--- src/design/roi_pkg.sv ---
// Shared types, constants and helper functions for the region mean gray block.
// Depends on nothing; roi_front, roi_queue, roi_back and the top level import it.
package roi_pkg;

   // Field and state widths
   localparam int SumW    = 28;
   localparam int TallyW  = 21;
   localparam int PhaseW  = 10;
   localparam int GrayW   = 8;
   localparam int SizeW   = 11;
   localparam int OffsW   = 10;
   localparam int CsrIdxW = 3;
   localparam int CsrDataW = 11;

   // Register indexes of the control port
   localparam logic [CsrIdxW-1:0] CSR_FRAME_WIDTH   = 3'd0;
   localparam logic [CsrIdxW-1:0] CSR_FRAME_HEIGHT  = 3'd1;
   localparam logic [CsrIdxW-1:0] CSR_REGION_LEFT   = 3'd2;
   localparam logic [CsrIdxW-1:0] CSR_REGION_TOP    = 3'd3;
   localparam logic [CsrIdxW-1:0] CSR_REGION_RIGHT  = 3'd4;
   localparam logic [CsrIdxW-1:0] CSR_REGION_BOTTOM = 3'd5;
   localparam logic [CsrIdxW-1:0] CSR_SAMPLE_STEP   = 3'd6;

   // Register reset values
   localparam logic [SizeW-1:0] RstFrameWidth   = 11'd320;
   localparam logic [SizeW-1:0] RstFrameHeight  = 11'd240;
   localparam logic [OffsW-1:0] RstRegionLeft   = 10'd0;
   localparam logic [OffsW-1:0] RstRegionTop    = 10'd0;
   localparam logic [SizeW-1:0] RstRegionRight  = 11'd320;
   localparam logic [SizeW-1:0] RstRegionBottom = 11'd240;
   localparam logic [OffsW-1:0] RstSampleStep   = 10'd1;

   // Luma weights, scaled by 256
   localparam logic [15:0] CoefRed   = 16'd76;
   localparam logic [15:0] CoefGreen = 16'd150;
   localparam logic [15:0] CoefBlue  = 16'd30;

   typedef struct packed {
      logic [SizeW-1:0] frame_width;
      logic [SizeW-1:0] frame_height;
      logic [OffsW-1:0] region_left;
      logic [OffsW-1:0] region_top;
      logic [SizeW-1:0] region_right;
      logic [SizeW-1:0] region_bottom;
      logic [OffsW-1:0] sample_step;
   } cfg_type;

   typedef struct packed {
      logic [SumW-1:0]   gray_sum;
      logic [TallyW-1:0] pixel_tally;
   } frame_total_type;

   // Weighted sum of the three colours, top byte kept
   function automatic logic [GrayW-1:0] gray_of(input logic [7:0] red,
                                                input logic [7:0] green,
                                                input logic [7:0] blue);
      logic [15:0] acc;
      acc = CoefRed * 16'(red) + CoefGreen * 16'(green) + CoefBlue * 16'(blue);
      return acc[15:8];
   endfunction

endpackage

--- src/design/roi_if.sv ---
// Valid/ready channel interfaces for pixel requests and frame results.
// Depends on nothing; used by the top level.
interface roi_req_if;
   logic       valid;
   logic       ready;
   logic [7:0] red;
   logic [7:0] green;
   logic [7:0] blue;
   logic       frame_start;

   modport source (output valid, output red, output green, output blue,
                   output frame_start, input ready);
   modport sink   (input valid, input red, input green, input blue,
                   input frame_start, output ready);
endinterface

interface roi_rsp_if;
   logic        valid;
   logic        ready;
   logic [7:0]  mean_gray;
   logic [20:0] sample_count;
   logic        region_empty;

   modport source (output valid, output mean_gray, output sample_count,
                   output region_empty, input ready);
   modport sink   (input valid, input mean_gray, input sample_count,
                   input region_empty, output ready);
endinterface

--- src/design/roi_front.sv ---
// Front end: raster position tracking, region/stride classification, gray
// accumulation and frame totals. Depends on roi_pkg.
module roi_front #(
   parameter int MAX_WIDTH  = 1024,
   parameter int MAX_HEIGHT = 1024
) (
   input  logic                      clock,
   input  logic                      reset,
   input  roi_pkg::cfg_type          cfg,
   input  logic                      in_valid,
   output logic                      in_ready,
   input  logic [7:0]                red,
   input  logic [7:0]                green,
   input  logic [7:0]                blue,
   input  logic                      frame_start,
   output logic                      tot_valid,
   input  logic                      tot_ready,
   output roi_pkg::frame_total_type  tot_data
);
   import roi_pkg::*;

   localparam int ColW = $clog2(MAX_WIDTH);
   localparam int RowW = $clog2(MAX_HEIGHT);
   localparam int XW   = ((ColW + 1 > SizeW) ? ColW + 1 : SizeW) + 1;
   localparam int YW   = ((RowW + 1 > SizeW) ? RowW + 1 : SizeW) + 1;
   localparam logic [XW-1:0] MaxW = XW'(MAX_WIDTH);
   localparam logic [YW-1:0] MaxH = YW'(MAX_HEIGHT);

   // Position and stride state
   logic [ColW-1:0]   col_ff, col_in;
   logic [RowW-1:0]   row_ff, row_in;
   logic [PhaseW-1:0] cphase_ff, cphase_in;
   logic [PhaseW-1:0] rphase_ff, rphase_in;

   // Classified pixel stage
   logic              s1_valid_ff;
   logic              s1_start_ff;
   logic              s1_hit_ff;
   logic              s1_last_ff;
   logic [GrayW-1:0]  s1_gray_ff;

   // Running totals
   logic [SumW-1:0]   sum_ff, sum_in;
   logic [TallyW-1:0] tally_ff, tally_in;

   logic              advance;
   logic              accept;
   logic [ColW-1:0]   col_eff;
   logic [RowW-1:0]   row_eff;
   logic [PhaseW-1:0] cphase_eff, rphase_eff;
   logic [PhaseW-1:0] cp, rp;
   logic [XW-1:0]     colx, width_c, fw;
   logic [YW-1:0]     rowx, height_c, fh;
   logic              in_x, in_y, hit;
   logic              col_wrap, row_last;
   logic [SumW-1:0]   base_sum;
   logic [TallyW-1:0] base_tally;

   function automatic logic [PhaseW-1:0] next_phase(input logic [PhaseW-1:0] phase,
                                                    input logic [PhaseW-1:0] step);
      logic [PhaseW:0] n;
      n = {1'b0, phase} + 1'b1;
      return (n >= {1'b0, step}) ? '0 : n[PhaseW-1:0];
   endfunction

   // Stall only when a frame total cannot be queued
   assign advance  = !(s1_valid_ff && s1_last_ff && !tot_ready);
   assign in_ready = advance;
   assign accept   = in_valid && advance;

   // Clamp frame size to 1..maximum
   always_comb begin
      fw = XW'(cfg.frame_width);
      fh = YW'(cfg.frame_height);
      if (fw == '0) begin
         width_c = XW'(1);
      end else if (fw > MaxW) begin
         width_c = MaxW;
      end else begin
         width_c = fw;
      end
      if (fh == '0) begin
         height_c = YW'(1);
      end else if (fh > MaxH) begin
         height_c = MaxH;
      end else begin
         height_c = fh;
      end
   end

   // Classify the incoming pixel and work out the next position
   always_comb begin
      col_eff    = frame_start ? '0 : col_ff;
      row_eff    = frame_start ? '0 : row_ff;
      cphase_eff = frame_start ? '0 : cphase_ff;
      rphase_eff = frame_start ? '0 : rphase_ff;
      colx       = XW'(col_eff);
      rowx       = YW'(row_eff);
      cp         = (colx == XW'(cfg.region_left)) ? '0 : cphase_eff;
      rp         = (rowx == YW'(cfg.region_top)) ? '0 : rphase_eff;
      in_x       = (colx >= XW'(cfg.region_left)) && (colx < XW'(cfg.region_right));
      in_y       = (rowx >= YW'(cfg.region_top)) && (rowx < YW'(cfg.region_bottom));
      hit        = in_x && in_y && (cp == '0) && (rp == '0);
      col_wrap   = (colx + 1'b1) >= width_c;
      row_last   = (rowx + 1'b1) >= height_c;

      cphase_in = next_phase(cp, cfg.sample_step);
      col_in    = ColW'(col_eff + 1'b1);
      row_in    = row_eff;
      rphase_in = rphase_eff;
      if (col_wrap) begin
         col_in    = '0;
         cphase_in = '0;
         if (row_last) begin
            row_in    = '0;
            rphase_in = '0;
         end else begin
            row_in    = RowW'(row_eff + 1'b1);
            rphase_in = next_phase(rp, cfg.sample_step);
         end
      end
   end

   // Advance position on each accepted request
   always_ff @(posedge clock) begin
      if (reset) begin
         col_ff    <= '0;
         row_ff    <= '0;
         cphase_ff <= '0;
         rphase_ff <= '0;
      end else if (accept) begin
         col_ff    <= col_in;
         row_ff    <= row_in;
         cphase_ff <= cphase_in;
         rphase_ff <= rphase_in;
      end
   end

   // Register the classified pixel; it holds while the front end stalls
   always_ff @(posedge clock) begin
      if (reset) begin
         s1_valid_ff <= 1'b0;
      end else if (advance) begin
         s1_valid_ff <= in_valid;
      end
   end

   always_ff @(posedge clock) begin
      if (accept) begin
         s1_start_ff <= frame_start;
         s1_hit_ff   <= hit;
         s1_last_ff  <= col_wrap && row_last;
         s1_gray_ff  <= gray_of(red, green, blue);
      end
   end

   // Accumulate gray and tally; frame start drops the partial totals
   always_comb begin
      base_sum   = s1_start_ff ? '0 : sum_ff;
      base_tally = s1_start_ff ? '0 : tally_ff;
      sum_in     = base_sum + (s1_hit_ff ? SumW'(s1_gray_ff) : '0);
      tally_in   = base_tally + TallyW'(s1_hit_ff);
   end

   always_ff @(posedge clock) begin
      if (reset) begin
         sum_ff   <= '0;
         tally_ff <= '0;
      end else if (s1_valid_ff && advance) begin
         sum_ff   <= s1_last_ff ? '0 : sum_in;
         tally_ff <= s1_last_ff ? '0 : tally_in;
      end
   end

   assign tot_valid            = s1_valid_ff && s1_last_ff;
   assign tot_data.gray_sum    = sum_in;
   assign tot_data.pixel_tally = tally_in;

endmodule

--- src/design/roi_queue.sv ---
// Two-entry queue of frame totals between front end and divider.
// Depends on roi_pkg.
module roi_queue (
   input  logic                      clock,
   input  logic                      reset,
   input  logic                      push_valid,
   output logic                      push_ready,
   input  roi_pkg::frame_total_type  push_data,
   output logic                      pop_valid,
   input  logic                      pop_ready,
   output roi_pkg::frame_total_type  pop_data
);
   import roi_pkg::*;

   frame_total_type slot_ff [2];
   logic            wr_ptr_ff;
   logic            rd_ptr_ff;
   logic [1:0]      count_ff;
   logic            do_push, do_pop;

   assign push_ready = (count_ff != 2'd2);
   assign pop_valid  = (count_ff != 2'd0);
   assign pop_data   = slot_ff[rd_ptr_ff];
   assign do_push    = push_valid && push_ready;
   assign do_pop     = pop_valid && pop_ready;

   // Store incoming totals
   always_ff @(posedge clock) begin
      if (do_push) begin
         slot_ff[wr_ptr_ff] <= push_data;
      end
   end

   // Advance pointers and fill level
   always_ff @(posedge clock) begin
      if (reset) begin
         wr_ptr_ff <= 1'b0;
         rd_ptr_ff <= 1'b0;
         count_ff  <= 2'd0;
      end else begin
         if (do_push) begin
            wr_ptr_ff <= !wr_ptr_ff;
         end
         if (do_pop) begin
            rd_ptr_ff <= !rd_ptr_ff;
         end
         if (do_push && !do_pop) begin
            count_ff <= count_ff + 2'd1;
         end else if (do_pop && !do_push) begin
            count_ff <= count_ff - 2'd1;
         end
      end
   end

endmodule

--- src/design/roi_back.sv ---
// Back end: bit-serial restoring divider for the frame mean and the result
// output register. Depends on roi_pkg.
module roi_back (
   input  logic                      clock,
   input  logic                      reset,
   input  logic                      tot_valid,
   output logic                      tot_ready,
   input  roi_pkg::frame_total_type  tot_data,
   output logic                      out_valid,
   input  logic                      out_ready,
   output logic [7:0]                mean_gray,
   output logic [20:0]               sample_count,
   output logic                      region_empty
);
   import roi_pkg::*;

   localparam int StepW = $clog2(SumW);

   typedef enum logic [2:0] {
      BK_IDLE   = 3'b001,
      BK_DIVIDE = 3'b010,
      BK_HOLD   = 3'b100
   } back_state_type;

   back_state_type    state_ff, state_in;
   logic [SumW-1:0]   quo_ff;
   logic [TallyW-1:0] rem_ff;
   logic [TallyW-1:0] div_ff;
   logic [StepW-1:0]  step_ff;
   logic [GrayW-1:0]  mean_ff;
   logic [TallyW-1:0] count_ff;
   logic              empty_ff;

   logic [TallyW:0]   rem_sh;
   logic [TallyW:0]   diff;
   logic              ge;
   logic [SumW-1:0]   quo_in;
   logic [TallyW-1:0] rem_in;

   assign tot_ready    = (state_ff == BK_IDLE);
   assign out_valid    = (state_ff == BK_HOLD);
   assign mean_gray    = mean_ff;
   assign sample_count = count_ff;
   assign region_empty = empty_ff;

   // One quotient bit per cycle
   always_comb begin
      rem_sh = {rem_ff, quo_ff[SumW-1]};
      diff   = rem_sh - {1'b0, div_ff};
      ge     = rem_sh >= {1'b0, div_ff};
      rem_in = ge ? diff[TallyW-1:0] : rem_sh[TallyW-1:0];
      quo_in = {quo_ff[SumW-2:0], ge};
   end

   // Sequence: take totals, divide (skipped when the tally is zero), hold the result until taken
   always_comb begin
      state_in = state_ff;
      case (state_ff)
         BK_IDLE: begin
            if (tot_valid) begin
               state_in = (tot_data.pixel_tally == '0) ? BK_HOLD : BK_DIVIDE;
            end
         end
         BK_DIVIDE: begin
            if (step_ff == '0) begin
               state_in = BK_HOLD;
            end
         end
         BK_HOLD: begin
            if (out_ready) begin
               state_in = BK_IDLE;
            end
         end
         default: state_in = BK_IDLE;
      endcase
   end

   always_ff @(posedge clock) begin
      if (reset) begin
         state_ff <= BK_IDLE;
      end else begin
         state_ff <= state_in;
      end
   end

   // Divider datapath and result fields
   always_ff @(posedge clock) begin
      case (state_ff)
         BK_IDLE: begin
            if (tot_valid) begin
               quo_ff   <= tot_data.gray_sum;
               rem_ff   <= '0;
               div_ff   <= tot_data.pixel_tally;
               step_ff  <= StepW'(SumW - 1);
               count_ff <= tot_data.pixel_tally;
               empty_ff <= (tot_data.pixel_tally == '0);
               mean_ff  <= '0;
            end
         end
         BK_DIVIDE: begin
            quo_ff  <= quo_in;
            rem_ff  <= rem_in;
            step_ff <= step_ff - 1'b1;
            if (step_ff == '0) begin
               mean_ff <= quo_in[GrayW-1:0];
            end
         end
         default: begin
         end
      endcase
   end

endmodule

--- src/design/roi_mean_gray_strided.sv ---
// Top level of the region mean gray block: control registers, front end,
// total queue and divider. Depends on roi_pkg, roi_if, roi_front/queue/back.
//
//   channel   direction  handshake        contents
//   req_chan  in         valid/ready      red, green, blue, frame_start
//   rsp_chan  out        valid/ready      mean_gray, sample_count, region_empty
//   csr_*     in         write enable     index 0..6, data 11 bits
//
// One pixel is taken per cycle, but for the stall below; its gray value is
// registered, then summed. Each frame total is loaded into a one-bit-per-cycle
// divider; the result then holds until taken. Two totals can wait ahead
// of the divider; with them full the last pixel of a frame stalls requests.
// Synchronous reset clears position, totals and handshakes; no clearing pass.
module roi_mean_gray_strided #(
   parameter int MAX_WIDTH  = 1024,
   parameter int MAX_HEIGHT = 1024
) (
   input  logic                               clock,
   input  logic                               reset,
   roi_req_if.sink                            req_chan,
   roi_rsp_if.source                          rsp_chan,
   input  logic                               csr_write_en,
   input  logic [roi_pkg::CsrIdxW-1:0]        csr_index,
   input  logic [roi_pkg::CsrDataW-1:0]       csr_wdata
);
   import roi_pkg::*;

   cfg_type         cfg_ff;
   logic            tot_valid, tot_ready;
   frame_total_type tot_data;
   logic            q_valid, q_ready;
   frame_total_type q_data;

   // Control register writes
   always_ff @(posedge clock) begin
      if (reset) begin
         cfg_ff.frame_width   <= RstFrameWidth;
         cfg_ff.frame_height  <= RstFrameHeight;
         cfg_ff.region_left   <= RstRegionLeft;
         cfg_ff.region_top    <= RstRegionTop;
         cfg_ff.region_right  <= RstRegionRight;
         cfg_ff.region_bottom <= RstRegionBottom;
         cfg_ff.sample_step   <= RstSampleStep;
      end else if (csr_write_en) begin
         case (csr_index)
            CSR_FRAME_WIDTH:   cfg_ff.frame_width   <= csr_wdata;
            CSR_FRAME_HEIGHT:  cfg_ff.frame_height  <= csr_wdata;
            CSR_REGION_LEFT:   cfg_ff.region_left   <= csr_wdata[OffsW-1:0];
            CSR_REGION_TOP:    cfg_ff.region_top    <= csr_wdata[OffsW-1:0];
            CSR_REGION_RIGHT:  cfg_ff.region_right  <= csr_wdata;
            CSR_REGION_BOTTOM: cfg_ff.region_bottom <= csr_wdata;
            CSR_SAMPLE_STEP:   cfg_ff.sample_step   <= csr_wdata[OffsW-1:0];
            default: begin
            end
         endcase
      end
   end

   roi_front #(
      .MAX_WIDTH  (MAX_WIDTH),
      .MAX_HEIGHT (MAX_HEIGHT)
   ) u_front (
      .clock       (clock),
      .reset       (reset),
      .cfg         (cfg_ff),
      .in_valid    (req_chan.valid),
      .in_ready    (req_chan.ready),
      .red         (req_chan.red),
      .green       (req_chan.green),
      .blue        (req_chan.blue),
      .frame_start (req_chan.frame_start),
      .tot_valid   (tot_valid),
      .tot_ready   (tot_ready),
      .tot_data    (tot_data)
   );

   roi_queue u_queue (
      .clock      (clock),
      .reset      (reset),
      .push_valid (tot_valid),
      .push_ready (tot_ready),
      .push_data  (tot_data),
      .pop_valid  (q_valid),
      .pop_ready  (q_ready),
      .pop_data   (q_data)
   );

   roi_back u_back (
      .clock        (clock),
      .reset        (reset),
      .tot_valid    (q_valid),
      .tot_ready    (q_ready),
      .tot_data     (q_data),
      .out_valid    (rsp_chan.valid),
      .out_ready    (rsp_chan.ready),
      .mean_gray    (rsp_chan.mean_gray),
      .sample_count (rsp_chan.sample_count),
      .region_empty (rsp_chan.region_empty)
   );

endmodule

--- src/flat_wrapper.sv ---
// flat-port wrapper written by rule: the top's interface ports become plain ports
module roi_mean_gray_strided_flat import roi_pkg::*;
#(
   parameter int MAX_WIDTH  = 1024,
   parameter int MAX_HEIGHT = 1024
)
  (clock, reset, csr_write_en, csr_index, csr_wdata, req_chan_valid, req_chan_red, req_chan_green, req_chan_blue, req_chan_frame_start, req_chan_ready, rsp_chan_valid, rsp_chan_mean_gray, rsp_chan_sample_count, rsp_chan_region_empty, rsp_chan_ready);
  roi_req_if req_chan_i ();
  roi_rsp_if rsp_chan_i ();
  input  logic clock;
  input  logic reset;
  input  logic csr_write_en;
  input  logic [roi_pkg::CsrIdxW-1:0] csr_index;
  input  logic [roi_pkg::CsrDataW-1:0] csr_wdata;
  input wire logic [$bits(req_chan_i.valid)-1:0] req_chan_valid;
  input wire logic [$bits(req_chan_i.red)-1:0] req_chan_red;
  input wire logic [$bits(req_chan_i.green)-1:0] req_chan_green;
  input wire logic [$bits(req_chan_i.blue)-1:0] req_chan_blue;
  input wire logic [$bits(req_chan_i.frame_start)-1:0] req_chan_frame_start;
  output wire logic [$bits(req_chan_i.ready)-1:0] req_chan_ready;
  output wire logic [$bits(rsp_chan_i.valid)-1:0] rsp_chan_valid;
  output wire logic [$bits(rsp_chan_i.mean_gray)-1:0] rsp_chan_mean_gray;
  output wire logic [$bits(rsp_chan_i.sample_count)-1:0] rsp_chan_sample_count;
  output wire logic [$bits(rsp_chan_i.region_empty)-1:0] rsp_chan_region_empty;
  input wire logic [$bits(rsp_chan_i.ready)-1:0] rsp_chan_ready;
  assign req_chan_i.valid = req_chan_valid;
  assign req_chan_i.red = req_chan_red;
  assign req_chan_i.green = req_chan_green;
  assign req_chan_i.blue = req_chan_blue;
  assign req_chan_i.frame_start = req_chan_frame_start;
  assign req_chan_ready = req_chan_i.ready;
  assign rsp_chan_valid = rsp_chan_i.valid;
  assign rsp_chan_mean_gray = rsp_chan_i.mean_gray;
  assign rsp_chan_sample_count = rsp_chan_i.sample_count;
  assign rsp_chan_region_empty = rsp_chan_i.region_empty;
  assign rsp_chan_i.ready = rsp_chan_ready;
  roi_mean_gray_strided #(.MAX_WIDTH(MAX_WIDTH), .MAX_HEIGHT(MAX_HEIGHT)) u_core (.clock(clock), .reset(reset), .req_chan(req_chan_i), .rsp_chan(rsp_chan_i), .csr_write_en(csr_write_en), .csr_index(csr_index), .csr_wdata(csr_wdata));
endmodule
--- config.mk ---
export PLATFORM = sky130hd
export DESIGN_NAME = roi_mean_gray_strided_flat
export DESIGN_NICKNAME = d
export VERILOG_FILES = /design/src/design/roi_pkg.sv /design/src/design/roi_if.sv /design/src/design/roi_front.sv /design/src/design/roi_queue.sv /design/src/design/roi_back.sv /design/src/design/roi_mean_gray_strided.sv /design/src/flat_wrapper.sv
export SDC_FILE = /design/constraint.sdc
export NUM_CORES = 1
export LEC_CHECK = 0
export BUFFER_PORTS_ARGS = -buffer_cell sky130_fd_sc_hd__buf_2
export CAP_MARGIN = 20
export CORE_ASPECT_RATIO = 0.8
export CORE_MARGIN = 5
export CORE_UTILIZATION = 25
export DETAILED_ROUTE_END_ITERATION = 8
export GPL_ROUTABILITY_DRIVEN = 0
export PLACE_DENSITY_LB_ADDON = 0.05
export REMOVE_ABC_BUFFERS = 1
export SETUP_SLACK_MARGIN = 0.02
export SLEW_MARGIN = 40
export SYNTH_ARGS = -nofsm -noshare
export SYNTH_HDL_FRONTEND = slang
export SYNTH_HIERARCHICAL = 1
export SYNTH_SLANG_ARGS = --single-unit
--- constraint.sdc ---
create_clock -name clock -period 6.2 [get_ports clock]
set_input_delay 0.93 -clock clock [delete_from_list [all_inputs] [get_ports clock]]
set_output_delay 0.93 -clock clock [all_outputs]
set_load 0.01 [all_outputs]
==> flow_summary.yaml, run 1 <==
outcome:
  outcome: "finished, final reports clean"
setup_path:
  crit_arrival_ns: 5.56
  crit_buf_inv: 4
  worstSetupPathType: "in2reg"
  path_common_cell: "ha_1"
  worstPathCellList: "buf_2 -> ha_1 -> ha_1 -> inv_1 -> fa_1 -> fa_1 -> inv_1 -> ha_1 -> o21a_1 -> nor2_1 -> nor2_1 -> a21oi_1 -> xor2_1 -> fa_1 -> inv_1 -> ha_1 -> o21a_1 -> o21ai_0 -> a21oi_1 -> o21ai_0 -> o21ai_0 -> xnor2_1"
  startpoint_type: "input pin"
  crit_fanout: 4
  crit_required_ns: 6.53
  end_kind: "flop"
  critPathSlowestCell: "fa_1"
  slowest_delay_ns: 0.52
  cp_top_family: "adder cells"
power_and_ir_drop:
  power.leakage_nw: 10.6
  p_comb_share_pct: 37.9
  p_per_area_mw_per_mm2: 373
  sw_frac_of_total_pct: 36.3
  ir_drop_mv: 0.258
  p_seq_share_pct: 33.9
  pwr-share-clk_pct: 28.2
  p_sw_w: 0.00350
  p_int_w: 0.00615
clocking:
  htreeDepth: 2
  cts_buffers: 47
  ctsLongestPathBuffers: 3
  post_cts_resized: 0
  clk_latency_ns: 0.59
  cts_tree: "done"
  hold_buffers: 0
  path_clk_slew_ns: 0.06
  post-cts-setup-buffers: 0
  root_buffer: "clkbuf_16"
  clock-sinks: 365
finish:
  final_layout_size_suffix_gt1_share_pct: 11.7
  fillCellCount: 9472
  layout_commonest_cell: "ha_1"
  num_antenna_cells: 0
  syn2layout_area_growth_pct: 14.9
  layout.cells.non_filler: 3581
  final_nets: 2630
  postLayoutCoreUtil_pct: 28.9
  fin_area_sq_mm: 0.0258
  final_cell_mix: "206 x ha_1, 194 x nand2_1, 193 x edfxtp_1"
logic_synthesis:
  async_flop_share_pct: 0
  ys_types: 85
  ys_seq_area_share_pct: 41.1
  ys_seq_elements: 365
  synth_area_sq_mm: 0.0225
  synth_edf_count: 193
  syn_inst: 2261
  syn_area_per_cell_sq_um: 9.94
  synth_ff_type: "edfxtp_1"
  yosys_warnings: 6
timing:
  finalSetupViolations: 0
  setup_tns_ns: 0
  min_period_ns: 5.23
  hold_viol: 0
  skew_ns: 0.0205
  holdWs_ns: 0.446
  slew_headroom_pct: 43.5
  min_period_over_period_pct: 84.3
  max_freq_mhz: 191
  tightest_slew_ns: 0.848
  maxSlewViolCount: 0
  rsz0062_at_grt: "false"
route:
  dr_total_vias: 16300
  avgViaCountPerCell: 4.54
  drt_pass1_iterations: 6
  drc_errors: 0
  drt_iter0_drc: 762
  routed_wl_um: 64400
  ant_nets: 0
  wl_per_cell_um: 18.0
global_routing:
  grt_util_all_layers_pct: 13.3
  grt_pass1_wl_um: 101000
  antenna_found_initial: 3
  grt_max_degree: 82
  first_global_vias: 16800
  overflow: 0
die:
  dieArea_sq_mm: 0.0961
  placeableCoreArea_sq_mm: 0.0893
  rows: 98
  die_w_um: 345
  pin_count: 76
  die_y_um: 278
  initial_core_util_pct: 25.2
placed_design:
  placedCellCount: 3491
  port_buffers: 75
  hpwl_um: 47500
  place_area_sq_mm: 0.0243
worst_hold_path:
  hold_path.class: "reg2reg"
job:
  cap_violations: 0
==> power groups by stage <==
stage	clock network (W)	registers [W]	logic [W]
global placement	0	0.00333	0.00367
floorplan	0	0.00331	0.00256
finish	0.00272	0.00327	0.00365
detailed placement	0	0.00333	0.00368
CTS	0.00285	0.00328	0.00372
global route	0.00296	0.00331	0.00414
==> cell families (layout without fill, tap and decap cells) <==
logic type | count (synthesis) | in the layout | synth area share, %
AO/OA/AOI/OAI | 380 | 380 | 11.3
flip-flops | 365 | 365 | 41.1
adder cells (fa/ha/maj) | 243 | 243 | 14.8
multiplexers | 135 | 135 | 6.29
XOR/XNOR | 124 | 124 | 4.83
buffers and inverters | 267 | 387 | 4.79
AND/OR/NAND/NOR | 747 | 747 | 16.9
==> worst register-to-register path: stages, from the launching register on <==
cell       delay, ns
dfxtp_1         0.54
nor2b_1         0.27
ha_1            0.27
and4_1          0.20
and4_1          0.30
nor2_1          0.20
nand2_1         0.10
inv_1           0.08
ha_1            0.23
and3_1          0.24
nand2_1         0.09
nor2_1          0.14
xnor2_1         0.13
nor2_1          0.07
ha_1            0.30
a22oi_1         0.17
o2111ai_1       0.12
a21o_1          0.19
a22oi_1         0.39
and3_1          0.43
mux2_2          0.21
==> final cells by class <==
type | instances | area, sq um | share of cell area (%)
clock inverter | 17 | 156 | 0.605
multi-input combinational | 1629 | 12200 | 47.1
inverter | 183 | 687 | 2.66
timing repair buffer | 117 | 713 | 2.76
tap | 1200 | 1500 | 5.81
sequential | 365 | 9240 | 35.8
clock buffer | 70 | 1360 | 5.27
==> flip-flops by register name (all words and copies together), names as in the netlist, 21 cells and up, named ones only <==
| name | count |
|---|---|
| u_core/u_queue/slot_ff | 98 |
| u_core/cfg_ff | 74 |
| u_core/u_back/quo_ff | 28 |
| u_core/u_front/sum_ff | 28 |
| u_core/u_back/rem_ff | 21 |
| u_core/u_back/sample_count | 21 |
| u_core/u_front/tally_ff | 21 |
==> synth_stat cells, types with 10 or more instances <==
cell type  number  share of area [%]
mux2i_1        85                3.8
nor3_1         19               0.42
xnor2_1        69                2.7
edfxtp_1      193                 26
a21oi_1       108                2.4
mux2_2         50                2.5
and3_1         13               0.36
fa_1           37                3.3
ha_1          206                 11
nand3_1        63                1.4
or3_1          16               0.45
dfxtp_1       172                 15
a21o_1         38                1.3
inv_1         181                3.0
nor2b_1        41                1.1
nand2b_1      101                2.8
a31oi_1        10               0.28
nand4_1        24               0.67
o21a_1         18               0.60
and2_1         24               0.67
nand2_1       195                3.3
o21ai_0        59                1.3
nor2_1        173                2.9
xor2_1         55                2.1
a32o_1         10               0.45
a22o_1         13               0.51
nor4_1         20               0.56
a22oi_1        17               0.57
clkbuf_1       54               0.90
buf_2          20               0.45
==> worst paths after layout <==
path,cells past startpoint,slack [ns],startpoint,end
max,22,0.97,req_chan_green[4],u_core/u_front/s1_gray_ff[7]$_DFFE_PP_
min,2,0.45,u_core/u_front/sum_ff[0]$_SDFFE_PP0P_,u_core/u_front/sum_ff[0]$_SDFFE_PP0P_
max reg2reg,20,1.47,u_core/u_front/row_ff[2]$_SDFFE_PP0P_,u_core/u_front/rphase_ff[0]$_SDFFE_PP0P_
min reg2reg,2,0.45,u_core/u_front/sum_ff[0]$_SDFFE_PP0P_,u_core/u_front/sum_ff[0]$_SDFFE_PP0P_
==> through the flow <==
stage	power, W	setup WS, ns
after floorplan	0.00586	0.870
after global placement	0.00700	0.384
after detailed placement	0.00701	0.362
after CTS	0.00985	1.00
after global routing	0.0104	0.670
final	0.00964	0.972
==> routing by layer <==
| metal | wire [um] | vias up | GRT usage (%) | share of wire, % |
|---|---|---|---|---|
| li1 | - | 8149 | - | - |
| met1 | 34900 | 7844 | 20.5 | 54 |
| met2 | 26300 | 209 | 19.5 | 41 |
| met3 | 2050 | 66 | 1.97 | 3.2 |
| met4 | 1090 | 0 | 2.87 | 1.7 |
| met5 | 0 | - | 0 | 0 |
(Power assumes the default switching activity.)
==> inputs of run 2 (changes only) <==
- clock period: 6.2 -> 5.4 ns (I/O delays scaled with it)
==> flow_summary.yaml, run 2 (synthesis results as in run 1) <==
clocking:
  ctsLongestPathBuffers: 3
  clk_latency_ns: 0.60
  cts_tree: "done"
  clock-sinks: 365
  root_buffer: "clkbuf_16"
  post-cts-setup-buffers: 0
  cts_buffers: 45
  path_clk_slew_ns: 0.05
  htreeDepth: 2
timing:
  min_period_over_period_pct: 93.9
  max_freq_mhz: 197
  holdWs_ns: 0.444
  tightest_slew_ns: 0.786
  finalSetupViolations: 0
  hold_viol: 0
  skew_ns: 0.0345
  slew_headroom_pct: 47.2
  min_period_ns: 5.07
  worst_slack_ns: 0.328
  rsz0062_at_grt: "false"
  maxSlewViolCount: 0
die:
  rows: 98
  die_w_um: 345
  dieArea_sq_mm: 0.0961
  placeableCoreArea_sq_mm: 0.0893
  die_y_um: 278
  pin_count: 76
  initial_core_util_pct: 25.2
route:
  drt_iter0_drc: 788
  dr_total_vias: 16400
  drt_pass1_iterations: 6
  drc_errors: 0
  avgViaCountPerCell: 4.51
  wl_per_cell_um: 17.5
  routed_wl_um: 64100
  ant_nets: 0
setup_path:
  slowest_delay_ns: 0.52
  startpoint_type: "input pin"
  worstPathCellList: "buf_2 -> ha_1 -> ha_1 -> inv_1 -> fa_1 -> fa_1 -> inv_1 -> ha_1 -> o21a_1 -> nor2_1 -> nor2_1 -> a21oi_1 -> xor2_1 -> fa_1 -> inv_1 -> ha_1 -> o21a_1 -> o21ai_0 -> a21oi_1 -> o21ai_0 -> buf_4 -> inv_1 -> a21oi_1 -> xnor2_1"
  end_kind: "flop"
  crit_fanout: 3
  critPathSlowestCell: "fa_1"
  crit_required_ns: 5.71
  worstSetupPathType: "in2reg"
  r2r_slack_ns: 0.92
  crit_arrival_ns: 5.39
finish:
  syn2layout_area_growth_pct: 17.5
  postLayoutCoreUtil_pct: 29.6
  final_layout_size_suffix_gt1_share_pct: 14.4
  final_cell_mix: "206 x ha_1, 194 x nand2_1, 193 x edfxtp_1"
  top_register: "u_core/u_queue/slot_ff"
  final_nets: 2703
  top_regs: "u_core/u_queue/slot_ff x98, u_core/cfg_ff x74"
  largest_reg_flops: 98
  layout_commonest_cell: "ha_1"
  fillCellCount: 9519
power_and_ir_drop:
  sw_frac_of_total_pct: 35.4
  p_int_w: 0.00746
  ir_drop_mv: 0.370
  p_sw_w: 0.00408
  p_per_area_mw_per_mm2: 437
  p_comb_share_pct: 40.4
  power.leakage_nw: 11.0
  p_seq_share_pct: 32.5
  pwr-share-clk_pct: 27.1
global_routing:
  overflow: 0
  antenna_found_initial: 0
  grt_pass1_wl_um: 101000
  grt_util_all_layers_pct: 13.2
  grt_max_degree: 48
  first_global_vias: 17000
job:
  cap_violations: 0
placed_design:
  port_buffers: 75
  pre_cts_ws_ns: -0.272
  hpwl_um: 47600
outcome:
  outcome: "finished, final reports clean"
worst_hold_path:
  hold_path.class: "reg2reg"
## run 2: cell types whose count changed in the layout (fill, tap and decap cells not counted), moves of 3 or more
cell      before  now
clkbuf_1      13    8
clkinv_4       0    3
buf_4         38  113
clkinv_2       9    6
clkbuf_8      10    7
## run 2: worst paths after layout
kind / startpoint / to / depth (start not counted)
max: req_chan_green[4] / u_core/u_front/s1_gray_ff[6]$_DFFE_PP_ / 24
max reg2reg: u_core/u_front/row_ff[2]$_SDFFE_PP0P_ / u_core/u_front/rphase_ff[5]$_SDFFE_PP0P_ / 22
min: u_core/u_front/sum_ff[0]$_SDFFE_PP0P_ / u_core/u_front/sum_ff[0]$_SDFFE_PP0P_ / 2
min reg2reg: u_core/u_front/sum_ff[0]$_SDFFE_PP0P_ / u_core/u_front/sum_ff[0]$_SDFFE_PP0P_ / 2
## run 2: final cells by class
type                    instances  area [sq um]  area share [%]
diodes                          1          2.50         0.00948
flip-flops and latches        365          9240            35.0
multi-input cells            1629         12200            46.1
clock buffers                  60          1250            4.74
well taps                    1200          1500            5.69
inverters                     183           687            2.60
repair buffers                192          1280            4.85
clock inverters                20           256           0.971
## run 2: repair_timing
item	CTS	global route
endpoints found under the setup margin	0	1
gates resized for setup	0	1
hold buffers	0	0
## run 2: routing by layer
layer / GRT usage, % / wire length, um
met2: 19.9 / 26700
met5: 0 / 0
met3: 2.04 / 2010
met1: 19.8 / 34300
met4: 2.75 / 1040
## run 2: per-stage QoR
stage | instances | area (sq um) | setup TNS, ns | total power, W
floorplan | 2177 | 22100 | 0 | 0.00673
global placement | 3563 | 24800 | -0.528 | 0.00851
detailed placement | 3565 | 24900 | -0.664 | 0.00854
CTS | 3645 | 26400 | 0 | 0.0118
global route | 3649 | 26400 | 0 | 0.0125
finish | 3650 | 26400 | 0 | 0.0115
## run 2: power by group through the flow
stage | clock [W] | combinational [W] | sequential (W)
4_1_cts | 0.00328 | 0.00475 | 0.00377
5_1_grt | 0.00338 | 0.00531 | 0.00380
6_report | 0.00312 | 0.00466 | 0.00375
2_1_floorplan | 0 | 0.00294 | 0.00380
3_3_place_gp | 0 | 0.00469 | 0.00383
3_5_place_dp | 0 | 0.00472 | 0.00382
## run 2: worst max-delay path: cells and delay by family
family | cells | cell delay (ns)
adders and majority gates | 7 | 2.70
AOI/OAI and AO/OA | 7 | 1.05
buffers and inverters | 6 | 0.41
xor gates and xnor gates | 2 | 0.23
and+or+nand+nor | 2 | 0.19
==> inputs of run 3 (changes only) <==
- CORE_ASPECT_RATIO: 0.8 -> 0.7
- SKIP_LAST_GASP: not set -> 1
==> flow_summary.yaml, run 3 (synthesis results as in run 1) <==
global_routing:
  first_global_vias: 17000
  overflow: 0
  antenna_found_initial: 1
  grt_pass1_wl_um: 102000
  grt_util_all_layers_pct: 13.5
  grt_max_degree: 86
route:
  drc_errors: 0
  routed_wl_um: 65200
  drt_pass1_iterations: 5
  avgViaCountPerCell: 4.57
  drt_iter0_drc: 811
  wl_per_cell_um: 18.1
  dr_total_vias: 16500
  ant_nets: 0
timing:
  hold_viol: 0
  worst_slack_ns: 0.312
  skew_ns: 0.0332
  slew_headroom_pct: 47.4
  rsz0062_at_grt: "false"
  finalSetupViolations: 0
  max_freq_mhz: 197
  min_period_ns: 5.09
  maxSlewViolCount: 0
  setup_tns_ns: 0
  tightest_slew_ns: 0.789
  min_period_over_period_pct: 94.2
clocking:
  path_clk_slew_ns: 0.05
  htreeDepth: 2
  clock-sinks: 365
  ctsLongestPathBuffers: 3
  root_buffer: "clkbuf_16"
  cts_buffers: 46
  clk_latency_ns: 0.60
  cts_tree: "done"
setup_path:
  crit_fanout: 3
  worstSetupPathType: "in2reg"
  r2r_slack_ns: 0.92
  crit_buf_inv: 6
  cp_top_family: "adder cells"
  crit_arrival_ns: 5.41
  cp.depth: 24
  end_kind: "flop"
  worstRegToRegCells: 21
  worstPathCellList: "buf_2 -> ha_1 -> ha_1 -> inv_1 -> fa_1 -> fa_1 -> inv_1 -> ha_1 -> o21a_1 -> nor2_1 -> nor2_1 -> a21oi_1 -> xor2_1 -> fa_1 -> inv_1 -> ha_1 -> o21a_1 -> o21ai_0 -> a21oi_1 -> o21ai_0 -> buf_4 -> inv_1 -> a21oi_1 -> xnor2_1"
  critPathSlowestCell: "fa_1"
  startpoint_type: "input pin"
  crit_required_ns: 5.72
  slowest_delay_ns: 0.52
worst_hold_path:
  hold_depth: 2
  hold_path.class: "reg2reg"
finish:
  final-seq-area_sq_mm: 0.00924
  layout.cells.non_filler: 3609
  layout_commonest_cell: "ha_1"
  largest_reg_flops: 98
  fillCellCount: 9389
  final_nets: 2681
  final_layout_size_suffix_gt1_share_pct: 13.8
  final_cell_mix: "206 x ha_1, 194 x nand2_1, 193 x edfxtp_1"
  top_regs: "u_core/u_queue/slot_ff x98, u_core/cfg_ff x74"
  multi_input_area_sq_mm: 0.0122
  syn2layout_area_growth_pct: 16.7
  fin_area_sq_mm: 0.0262
  top_register: "u_core/u_queue/slot_ff"
die:
  initial_core_util_pct: 25.1
  placeableCoreArea_sq_mm: 0.0897
  pin_count: 76
  dieArea_sq_mm: 0.0961
  die_w_um: 368
  die_y_um: 261
  rows: 92
placed_design:
  hpwl_um: 48000
  port_buffers: 75
  place_area_sq_mm: 0.0247
  placedCellCount: 3520
  pre_cts_ws_ns: -0.318
power_and_ir_drop:
  total_power_w: 0.0114
  power.leakage_nw: 10.9
  p_per_area_mw_per_mm2: 436
  ir_drop_mv: 0.292
job:
  cap_violations: 0
outcome:
  outcome: "finished, final reports clean"
==> run 3: changes by cell type in the layout (fill, tap and decap cells not counted), sizes merged <==
cell,previous run,this run
clkinvlp,1,3
clkinv,14,23
buf,191,169
inv,184,181
bufinv,4,1
diode,1,2
==> run 3: path summary, 6_finish.rpt <==
kind | from | to
worst max-delay path | req_chan_green[4] | u_core/u_front/s1_gray_ff[6]$_DFFE_PP_
worst min-delay path | u_core/u_front/sum_ff[0]$_SDFFE_PP0P_ | u_core/u_front/sum_ff[0]$_SDFFE_PP0P_
worst max register to register | u_core/u_front/row_ff[7]$_SDFFE_PP0P_ | u_core/u_front/rphase_ff[2]$_SDFFE_PP0P_
worst min register to register | u_core/u_front/sum_ff[0]$_SDFFE_PP0P_ | u_core/u_front/sum_ff[0]$_SDFFE_PP0P_
==> run 3: timing repair <==
item	4_1_cts	5_1_grt
endpoints found under the hold margin	0	0
resized for setup	0	2
endpoints found under the setup margin	0	2
setup buffers	0	0
hold buffers	0	0
==> run 3: worst reg2reg max path, stage by stage, from the launching register on <==
cell,delay [ns]
dfxtp_1,0.37
inv_1,0.07
nor2_1,0.20
ha_1,0.28
and4_1,0.26
and4_1,0.25
nor2_1,0.21
nand2_1,0.11
inv_1,0.09
ha_1,0.19
and3_1,0.23
nand2_1,0.09
nor2_1,0.14
xnor2_1,0.08
nor2_1,0.19
ha_1,0.28
a22oi_1,0.18
o2111ai_1,0.12
a21o_1,0.20
a22oi_1,0.31
and3_1,0.38
a221o_1,0.20
==> run 3: layer usage <==
metal	up-vias	part of all wire, %	track usage (%)
li1	8267	-	-
met1	7971	55	20.7
met2	184	40	19.8
met3	69	3.0	1.87
met4	2	1.7	2.97
met5	-	0.020	0
==> run 3: final cells by class <==
class	instances	share of cell area, %
flip-flops and latches	365	35.2
repair buffers	169	4.35
multi-input cells	1629	46.6
clock inverters	25	0.706
inverters	183	2.62
well taps	1175	5.60
clock buffers	61	4.91
diodes	2	0.0191
==> run 3: where the power goes <==
group | switching, W | leakage [nW] | internal [W]
clock | 0.00128 | 0.723 | 0.00173
combinational | 0.00259 | 6.96 | 0.00206
sequential | 0.000229 | 3.18 | 0.00354
total | 0.00410 | 10.9 | 0.00733
==> run 3: per-stage QoR <==
step	hold WS, ns	util, %
floorplan	0.421	-
global placement	0.434	27.5
detailed placement	0.448	27.6
CTS	0.454	29.2
global route	0.478	29.2
finish	0.454	29.3
